===== src/uet_pkg.sv =====
// Shared types and constants of the ultrasonic echo timer.
package uet_pkg;

    localparam int DEF_NUM_SENSORS = 4;
    localparam int DEF_COUNT_WIDTH = 24;

    localparam int SENS_W     = 4;
    localparam int RD_W       = 2;
    localparam int DUR_W      = 24;
    localparam int TIMEOUT_W  = 24;
    localparam int CFG_IDX_W  = 1;
    localparam int CFG_DATA_W = 24;
    localparam int TRIG_CNT_W = 4;

    localparam logic [TRIG_CNT_W-1:0] TRIG_LEN  = 4'd12;
    localparam logic [TRIG_CNT_W-1:0] TRIG_HIGH = 4'd10;
    localparam logic [DUR_W-1:0]      DUR_MAX   = '1;

    typedef enum logic [CFG_IDX_W-1:0] {
        CFG_TIMEOUT  = 1'b0,
        CFG_OWN_TRIG = 1'b1
    } t_cfg_reg;

    typedef struct packed {
        logic             trig;
        logic             idle;
        logic             timed_out;
        logic [DUR_W-1:0] duration;
    } t_lane_out;

    typedef struct packed {
        logic [SENS_W-1:0] trigger_levels;
        logic [SENS_W-1:0] idle_mask;
        logic [DUR_W-1:0]  duration;
        logic              timed_out;
    } t_result;

endpackage


===== src/uet_lane.sv =====
// One sensor lane: measurement phase, counters and trigger pulse timer.
module uet_lane
    import uet_pkg::*;
#(
    parameter int COUNT_WIDTH = DEF_COUNT_WIDTH
) (
    input  logic                 i_clk,
    input  logic                 i_rst_n,
    input  logic                 i_acc,
    input  logic                 i_start,
    input  logic                 i_fire,
    input  logic                 i_echo,
    input  logic                 i_echo_prev,
    input  logic [TIMEOUT_W-1:0] i_timeout,
    output t_lane_out            o_out
);

    localparam int CMP_W = (COUNT_WIDTH > TIMEOUT_W) ? COUNT_WIDTH : TIMEOUT_W;
    localparam logic [COUNT_WIDTH-1:0] CNT_MAX = '1;

    typedef enum logic [2:0] {
        PH_IDLE    = 3'b001,
        PH_STARTED = 3'b010,
        PH_RUNNING = 3'b100
    } t_phase;

    t_phase                  r_phase, n_phase;
    logic [COUNT_WIDTH-1:0]  r_since, n_since;
    logic [COUNT_WIDTH-1:0]  r_rise, n_rise;
    logic [COUNT_WIDTH-1:0]  r_width, n_width;
    logic                    r_tout, n_tout;
    logic [TRIG_CNT_W-1:0]   r_trig_cnt, n_trig_cnt;

    logic [COUNT_WIDTH-1:0]  w_inc;
    logic                    w_rise_edge;
    logic                    w_fall_edge;
    logic                    w_expired;

    assign w_inc       = (r_since != CNT_MAX) ? r_since + 1'b1 : r_since;
    assign w_rise_edge = i_echo && !i_echo_prev;
    assign w_fall_edge = !i_echo && i_echo_prev;
    assign w_expired   = (i_timeout != '0) && (CMP_W'(w_inc) > CMP_W'(i_timeout));

    always_comb begin
        n_phase = r_phase;
        n_since = r_since;
        n_rise  = r_rise;
        n_width = r_width;
        n_tout  = r_tout;
        if (i_start) begin
            n_phase = PH_STARTED;
            n_since = '0;
            n_rise  = '0;
            n_width = '0;
            n_tout  = 1'b0;
        end else begin
            unique case (r_phase)
                PH_IDLE: begin
                end
                PH_STARTED: begin
                    n_since = w_inc;
                    if (w_rise_edge) begin
                        n_rise  = w_inc;
                        n_phase = PH_RUNNING;
                    end else if (w_expired) begin
                        n_phase = PH_IDLE;
                        n_width = '0;
                        n_tout  = 1'b1;
                    end
                end
                PH_RUNNING: begin
                    n_since = w_inc;
                    if (w_fall_edge) begin
                        n_width = w_inc - r_rise;
                        n_phase = PH_IDLE;
                    end else if (w_expired) begin
                        n_phase = PH_IDLE;
                        n_width = '0;
                        n_tout  = 1'b1;
                    end
                end
                default: begin
                    n_phase = PH_IDLE;
                end
            endcase
        end

        if (i_fire) begin
            n_trig_cnt = TRIG_LEN;
        end else if (r_trig_cnt != '0) begin
            n_trig_cnt = r_trig_cnt - 1'b1;
        end else begin
            n_trig_cnt = r_trig_cnt;
        end
    end

    always_comb begin
        o_out.trig      = (n_trig_cnt != '0) && (n_trig_cnt <= TRIG_HIGH);
        o_out.idle      = (n_phase == PH_IDLE);
        o_out.timed_out = n_tout;
        if (CMP_W'(n_width) > CMP_W'(DUR_MAX)) begin
            o_out.duration = DUR_MAX;
        end else begin
            o_out.duration = DUR_W'(n_width);
        end
    end

    always_ff @(posedge i_clk) begin
        if (!i_rst_n) begin
            r_phase    <= PH_IDLE;
            r_since    <= '0;
            r_rise     <= '0;
            r_width    <= '0;
            r_tout     <= 1'b0;
            r_trig_cnt <= '0;
        end else if (i_acc) begin
            r_phase    <= n_phase;
            r_since    <= n_since;
            r_rise     <= n_rise;
            r_width    <= n_width;
            r_tout     <= n_tout;
            r_trig_cnt <= n_trig_cnt;
        end
    end

endmodule


===== src/uet_merge.sv =====
// Merges lane results into one transaction and buffers it (output + skid).
module uet_merge
    import uet_pkg::*;
#(
    parameter int NUM_SENSORS = DEF_NUM_SENSORS
) (
    input  logic            i_clk,
    input  logic            i_rst_n,
    input  logic            i_acc,
    input  t_lane_out       i_lanes [NUM_SENSORS],
    input  logic [RD_W-1:0] i_read_sensor,
    input  logic            i_stall,
    output logic            o_valid,
    output logic            o_stall,
    output t_result         o_result
);

    t_result w_res;
    t_result r_out, r_skid;
    logic    r_out_valid, r_skid_valid;

    always_comb begin
        w_res = '0;
        for (int i = 0; i < NUM_SENSORS; i++) begin
            if (i < SENS_W) begin
                w_res.trigger_levels[i] = i_lanes[i].trig;
                w_res.idle_mask[i]      = i_lanes[i].idle;
            end
            if (int'(i_read_sensor) == i) begin
                w_res.duration  = i_lanes[i].duration;
                w_res.timed_out = i_lanes[i].timed_out;
            end
        end
    end

    always_ff @(posedge i_clk) begin
        if (!i_rst_n) begin
            r_out_valid  <= 1'b0;
            r_skid_valid <= 1'b0;
        end else if (!r_out_valid || !i_stall) begin
            if (r_skid_valid) begin
                r_out        <= r_skid;
                r_out_valid  <= 1'b1;
                r_skid_valid <= 1'b0;
            end else begin
                r_out        <= w_res;
                r_out_valid  <= i_acc;
            end
        end else if (i_acc) begin
            r_skid       <= w_res;
            r_skid_valid <= 1'b1;
        end
    end

    assign o_valid  = r_out_valid;
    assign o_stall  = r_skid_valid;
    assign o_result = r_out;

endmodule


===== src/ultrasonic_echo_timer.sv =====
// Top level: ultrasonic echo timer with one lane per sensor.
// Each accepted result is registered, in the skid entry under output stall. One
// transaction per cycle while o_stall is low; all sensor lanes update in the same
// cycle. A two-entry output buffer (output register plus skid) keeps input flowing
// while the skid is free. Synchronous active-low reset: every sensor idle,
// counters, lane results and trigger timers zero, timeout 0, own-trigger mask 1.
module ultrasonic_echo_timer
    import uet_pkg::*;
#(
    parameter int NUM_SENSORS = DEF_NUM_SENSORS,
    parameter int COUNT_WIDTH = DEF_COUNT_WIDTH
) (
    input  logic                  i_clk,
    input  logic                  i_rst_n,
    input  logic                  i_valid,
    output logic                  o_stall,
    input  logic                  i_action,
    input  logic [SENS_W-1:0]     i_echo_levels,
    input  logic [SENS_W-1:0]     i_sensor_mask,
    input  logic [RD_W-1:0]       i_read_sensor,
    output logic                  o_valid,
    input  logic                  i_stall,
    output logic [SENS_W-1:0]     o_trigger_levels,
    output logic [SENS_W-1:0]     o_idle_mask,
    output logic [DUR_W-1:0]      o_selected_duration,
    output logic                  o_selected_timed_out,
    input  logic                  i_cfg_we,
    input  logic [CFG_IDX_W-1:0]  i_cfg_index,
    input  logic [CFG_DATA_W-1:0] i_cfg_data
);

    logic [TIMEOUT_W-1:0]   r_timeout;
    logic [SENS_W-1:0]      r_own_trig;
    logic [SENS_W-1:0]      r_prev_echo;

    logic                   w_acc;
    logic [NUM_SENSORS-1:0] w_start;
    logic [NUM_SENSORS-1:0] w_own;
    logic [NUM_SENSORS-1:0] w_echo;
    logic [NUM_SENSORS-1:0] w_echo_prev;
    logic [NUM_SENSORS-1:0] w_fire;
    t_lane_out              w_lanes [NUM_SENSORS];
    t_result                w_result;

    assign w_acc = i_valid && !o_stall;

    always_ff @(posedge i_clk) begin
        if (!i_rst_n) begin
            r_timeout  <= '0;
            r_own_trig <= SENS_W'(1);
        end else if (i_cfg_we) begin
            unique case (t_cfg_reg'(i_cfg_index))
                CFG_TIMEOUT:  r_timeout  <= i_cfg_data[TIMEOUT_W-1:0];
                CFG_OWN_TRIG: r_own_trig <= i_cfg_data[SENS_W-1:0];
                default: begin
                end
            endcase
        end
    end

    always_ff @(posedge i_clk) begin
        if (!i_rst_n) begin
            r_prev_echo <= '0;
        end else if (w_acc) begin
            r_prev_echo <= i_echo_levels;
        end
    end

    for (genvar g = 0; g < NUM_SENSORS; g++) begin : g_map
        if (g < SENS_W) begin : g_pin
            assign w_start[g]     = i_action && i_sensor_mask[g];
            assign w_own[g]       = r_own_trig[g];
            assign w_echo[g]      = i_echo_levels[g];
            assign w_echo_prev[g] = r_prev_echo[g];
        end else begin : g_nopin
            assign w_start[g]     = 1'b0;
            assign w_own[g]       = 1'b0;
            assign w_echo[g]      = 1'b0;
            assign w_echo_prev[g] = 1'b0;
        end
    end

    // sensors without their own line fire the shared line 0
    always_comb begin
        w_fire = '0;
        for (int i = 0; i < NUM_SENSORS; i++) begin
            if (w_start[i]) begin
                if (i != 0 && w_own[i]) begin
                    w_fire[i] = 1'b1;
                end else begin
                    w_fire[0] = 1'b1;
                end
            end
        end
    end

    for (genvar g = 0; g < NUM_SENSORS; g++) begin : g_lane
        uet_lane #(
            .COUNT_WIDTH (COUNT_WIDTH)
        ) u_lane (
            .i_clk       (i_clk),
            .i_rst_n     (i_rst_n),
            .i_acc       (w_acc),
            .i_start     (w_start[g]),
            .i_fire      (w_fire[g]),
            .i_echo      (w_echo[g]),
            .i_echo_prev (w_echo_prev[g]),
            .i_timeout   (r_timeout),
            .o_out       (w_lanes[g])
        );
    end

    uet_merge #(
        .NUM_SENSORS (NUM_SENSORS)
    ) u_merge (
        .i_clk         (i_clk),
        .i_rst_n       (i_rst_n),
        .i_acc         (w_acc),
        .i_lanes       (w_lanes),
        .i_read_sensor (i_read_sensor),
        .i_stall       (i_stall),
        .o_valid       (o_valid),
        .o_stall       (o_stall),
        .o_result      (w_result)
    );

    assign o_trigger_levels     = w_result.trigger_levels;
    assign o_idle_mask          = w_result.idle_mask;
    assign o_selected_duration  = w_result.duration;
    assign o_selected_timed_out = w_result.timed_out;

    a_skid_implies_out: assert property (@(posedge i_clk) disable iff (!i_rst_n)
        o_stall |-> o_valid)
        else $error("skid entry held without output entry");

    a_timeout_zero_dur: assert property (@(posedge i_clk) disable iff (!i_rst_n)
        (o_valid && o_selected_timed_out) |-> (o_selected_duration == '0))
        else $error("timed out measurement with nonzero duration");

    a_start_busy: assert property (@(posedge i_clk) disable iff (!i_rst_n)
        (i_valid && !o_stall && !o_valid && i_action && i_sensor_mask[0])
        |=> (o_valid && !o_idle_mask[0] && !o_trigger_levels[0]))
        else $error("started sensor 0 not busy or trigger not low");

    a_start_clears: assert property (@(posedge i_clk) disable iff (!i_rst_n)
        (i_valid && !o_stall && !o_valid && i_action && i_sensor_mask[0]
            && (i_read_sensor == '0))
        |=> (o_selected_duration == '0 && !o_selected_timed_out))
        else $error("started sensor 0 result not cleared");

endmodule

===== config.mk =====
export PLATFORM = sky130hd
export DESIGN_NAME = ultrasonic_echo_timer
export DESIGN_NICKNAME = d
export VERILOG_FILES = /design/src/uet_pkg.sv /design/src/uet_lane.sv /design/src/uet_merge.sv /design/src/ultrasonic_echo_timer.sv
export SDC_FILE = /design/constraint.sdc
export NUM_CORES = 2
export LEC_CHECK = 0
export BUFFER_PORTS_ARGS = -buffer_cell sky130_fd_sc_hd__buf_2
export CAP_MARGIN = 10
export CORE_ASPECT_RATIO = 0.75
export CORE_MARGIN = 2
export CORE_UTILIZATION = 30
export CTS_CLUSTER_SIZE = 28
export DETAILED_ROUTE_END_ITERATION = 8
export GPL_ROUTABILITY_DRIVEN = 0
export GPL_TIMING_DRIVEN = 1
export SLEW_MARGIN = 15
export SYNTH_ARGS = -nofsm -noshare
export SYNTH_HDL_FRONTEND = slang
export SYNTH_SLANG_ARGS = --single-unit

===== constraint.sdc =====
create_clock -name i_clk -period 11.8 [get_ports i_clk]
set_clock_uncertainty 0.15 [all_clocks]
set_input_delay 3.54 -clock i_clk [delete_from_list [all_inputs] [get_ports i_clk]]
set_output_delay 3.54 -clock i_clk [all_outputs]
set_load 0.01 [all_outputs]

Yosys cells after proc, flatten, opt, wreduce, memory -nomap -nowiden. Cells that the tools add are included.

Add/subtract/negate cells: 12. $lt $le $gt $ge: 12. Equality and inequality tests: 23. Mux-type cells: 114. Bitwise logic cells: 3. Reduce and logical (&&, ||, !) cells: 72.

Operators by type and width (count): 2-to-1 mux 24 bit (44); case mux 24 bit (2 select lines) (4); 2-to-1 mux 25 bit (4); adder 24 x 1 -> 24 bit, second input constant (4); > comparator 24 bit (4); > comparator 24 bit, second input constant (4); != test 24 bit, second input constant (4); subtractor 24 bit (4); 2-to-1 mux 3 bit (16); case mux 3 bit (3 select lines) (4); 2-to-1 mux 33 bit (1); 2-to-1 mux 4 bit (8); nonzero test 4 bit (8); 2-to-1 mux 1 bit (28); == test 3 x 1 -> 1 bit, second input constant (8); nonzero test 2 bit (12); nonzero test 24 bit (1); logical AND 1 bit (21); <= comparator 4 bit, second input constant (4); subtractor 4 x 1 -> 4 bit, second input constant (4); AND reduction 3 bit (5); AND reduction 2 bit (7); == test 3 x 2 -> 1 bit, second input constant (4); == test 3 bit, second input constant (4); other kinds (9) (29).

Bits in registers: 420. Output and inout bits: 35. Logic and storage cells: 273.

Logic depth before layout (Yosys ltp).
Depth in word-level cells: 15. Mapped depth: 22. Mapped depth without buffers: 19.

Modules after synthesis. From an unflattened synthesis, not the netlist that was laid out.

Cells, all modules: 3505. Area, all modules: 28730.1 µm².

Modules (own cells, without submodules): uet_lane at g_lane[0].u_lane ... (instances 3, cells each 779, area an instance 5905.7 µm², sequential area each 1601.5 µm²); uet_lane at g_lane[3].u_lane (instances 1, cells each 768, area an instance 6037.0 µm², sequential area each 1601.5 µm²); uet_merge (instances 1, cells each 254, area an instance 3717.3 µm², sequential area each 2021.9 µm²); ultrasonic_echo_timer (instances 1, cells each 146, area an instance 1258.7 µm², sequential area each 620.6 µm²).

Worst setup path before layout. Ideal clock, no wire load.

Path type: in2reg. From: input i_valid. To: register u_merge.r_skid[0] (netlist bit), enable pin. Library setup time: 423 ps. Arrival: 5641 ps. Data required time: 11227 ps. Path slack: 5586 ps. Stages on the path: 5. Cell sequence: nand2b_1 > clkbuf_1 > clkbuf_1 > buf_1 > nor2_1.

Cells in the longest elaborated chain, start to end: 2.

Ends and longest elaborated chain: start, declared (RTL line ultrasonic_echo_timer.sv:15) `input logic i_valid,`; logical AND 1 bit (RTL line ultrasonic_echo_timer.sv:45) `assign w_acc = i_valid && !o_stall;`; AND reduction 3 bit (no line); end signal, assigned (RTL line uet_merge.sv:50) `r_skid <= w_res;`; end, declared (RTL line uet_merge.sv:19) `t_result r_out, r_skid;`.

No other way between the ends. A chain may end at the register's enable or synchronous reset.

==> metrics.txt <==
status complete, no violations; Initial Utilization 30.3%; maximum VDD drop 105 uV; worst reg-to-reg path cell count 17; Critical Path, Cell by Cell and4_1, and2_1, nand2_1, o31ai_1, nor2_1, nand3_1, xnor2_1, ha_1, nand4_1, nor4_1, o31a_1, o21ai_1, nor3_1, nor3_1, a211oi_1, a211oi_1, mux2_2; fin crit share 54.8%; Reg2Reg Setup Slack 5330 ps; Most used DFF post-synth dfxtp_1; design area 30300 sq um; sequential area share after synthesis 33.2%; hold_buf cts 0; Die H 265 microns; worst skew pair latency 610 ps; Mapped Cells 3460; total core area 89700 sq um; Synth cell types 93; Yosys top cell by area dfxtp_1; drt wl/cell 20.7 microns; Crit Path Category flop to flop; # H-tree levels 2; DRC viols 0; Maximum Capacitance Violations 0; Avg Cell Area, Syn 7.87 sq um; total wire length 97.1 mm; Worst R2R Start g_lane[2].u_lane.r_since[6]; worst slack, placed 5130 ps; Required @ worst endpoint 12020 ps; utilization after layout 33.8%; Rel. slew slack 23.0%; most instantiated cells after synthesis 446 x nor2_1, 409 x nand2_1, 353 x dfxtp_1; register area 9050 sq um; hold slack final 306 ps; #FFs+latches synth 419; Final #Nets 3689; type of the tightest min-delay check flop to flop; Post-Syn Area 27200 sq um; clock slew at reported path FFs 70 ps; Final Setup Violations 0; largest net degree at the start of global routing 199; largest cells by area after synthesis dfxtp_1 26%, ha_1 9.0%, edfxtp_1 7.3%, a21oi_1 6.2%, nor2_1 6.1%; fraction of layout cells with a size suffix above 1 7.50%; GRT Overall Usage 20.0%; CP max stage delay 860 ps; CTS resizes 0; worst-path fanout max 10; die area 93200 sq um; clk sinks 419; cell total after placement 4615; crit path capture u_merge.o_result[22]; Setup Buffers After CTS 0; Tot Pwr 3.45 mW; setup tns final 0 ps; Num CTS Buffers 43; Yosys warning count 0; Iter 0 DRT Violations 3646; multi-input logic area 17000 sq um; estimated wirelength of the detail-placed design 71.4 mm; PortBufs 75; worst setup path start g_lane[2].u_lane.r_since[6]; fmax 0.155 GHz; Syn Nets 3701; drt pass-1 iters 6; vias in the first global route 22700; Synth top area share 25.9%; CTS max path bufs 3; Pins Over Slew Limit 0; Worst Max-Slew Pin Slew 1150 ps; Area Growth Syn to Fin 11.3%; Die X 352 microns; count leader, synth nor2_1; antenna-violating nets left 0; worst hold start g_lane[1].u_lane.r_rise[15]; Placed Area 28800 sq um; antenna cells 0; Vias 26200; asr flop ratio synth 0%; initial antenna violation count 8; post-route setup slack 5330 ps; RSZ-0062 raised after global routing false; Critical Path End Type flop; post-route insts no fill 4692; static leakage 11.5 nW; CTS Root Cell clkbuf_16; Vias/cell 5.57; number of synthesized flops with an enable pin 66; grt ovf 0; critical path startpoint category flop; CTS tree done; reg2reg end u_merge.o_result[22]; Final min period 6470 ps; global-route wire length before repair 145 mm; I/O pins 76; Fin. Hold Viols 0; row cnt 95; Arrival @ worst endpoint 6690 ps; Slowest-stage cell, CP nor4_1; PwrDens 114 nW/um^2; FILL cells 9525
worst min path at each step:
stage | cells after the start | slack (ps) | to
final | 2 | 310 | g_lane[1].u_lane.r_rise[15]
after detailed placement | 2 | 300 | g_lane[1].u_lane.r_rise[21]
after global placement | 2 | 290 | g_lane[2].u_lane.r_width[10]
after global routing | 2 | 320 | g_lane[3].u_lane.r_rise[5]
after CTS | 2 | 310 | g_lane[1].u_lane.r_rise[21]
after floorplan | 2 | 280 | g_lane[2].u_lane.r_tout
cells in the final DEF, fill, tap and decap left out, types with 89 or more instances in the layout:
cell     count
nor3_1      89
inv_1      158
nand2_1    408
o21ai_0    129
xnor2_1     95
nor2_1     445
a21oi_1    334
nand3_1    103
a22oi_1     89
ha_1       196
dfxtp_1    352
logic make-up (layout without fill, tap and decap cells):
family | after synthesis | in the layout | synth area share (%)
simple gates | 1339 | 1339 | 22.5
compound gates | 951 | 951 | 22.8
flops | 419 | 419 | 33.2
buf+inv | 331 | 351 | 4.61
fa+ha+maj | 200 | 200 | 9.30
xor+xnor | 160 | 160 | 5.21
mux | 60 | 60 | 2.38
area by class of cell:
type / instances / area share, %
timing repair buffer: 114 / 2.29
clock inverter: 21 / 0.879
sequential: 419 / 29.8
tap: 1212 / 5.00
multi-input combinational: 2710 / 56.0
clock buffer: 56 / 4.02
inverter: 160 / 2.01
per-layer routing:
metal / share of wire, % / track usage, % / wire (microns) / up-vias
met5: 0.029 / 0 / 28 / -
met4: 1.5 / 3.53 / 1470 / 4
met3: 14 / 7.37 / 13300 / 99
met2: 35 / 24.5 / 34200 / 1199
met1: 50 / 32.0 / 48100 / 12500
li1: - / - / - / 12400
critical path, delay by kind of cell, from the launching register on:
kind	cells	cell delay, ps
fa+ha+maj	1	370
mux	1	290
xor+xnor	1	170
compound gates	5	2070
simple gates	9	2730
flops	1	450
registers in the layout, summed over array words and instances (netlist names), 12 cells and up:
register,cells
r_timeout,24
g_lane.u_lane.r_trig_cnt,16
g_lane.u_lane.r_width,96
g_lane.u_lane.r_phase,12
g_lane.u_lane.r_since,96
g_lane.u_lane.r_rise,96
u_merge.o_result,33
u_merge.r_skid,33
report_power, final:
part | leakage (nW) | switching [mW] | internal, mW | total (mW)
combinational | 7.34 | 0.295 | 0.130 | 0.425
sequential | 3.48 | 0.0314 | 1.49 | 1.52
clock | 0.716 | 0.648 | 0.859 | 1.51
total | 11.5 | 0.974 | 2.48 | 3.45
Note: power is estimated with default switching activity, not from simulation.
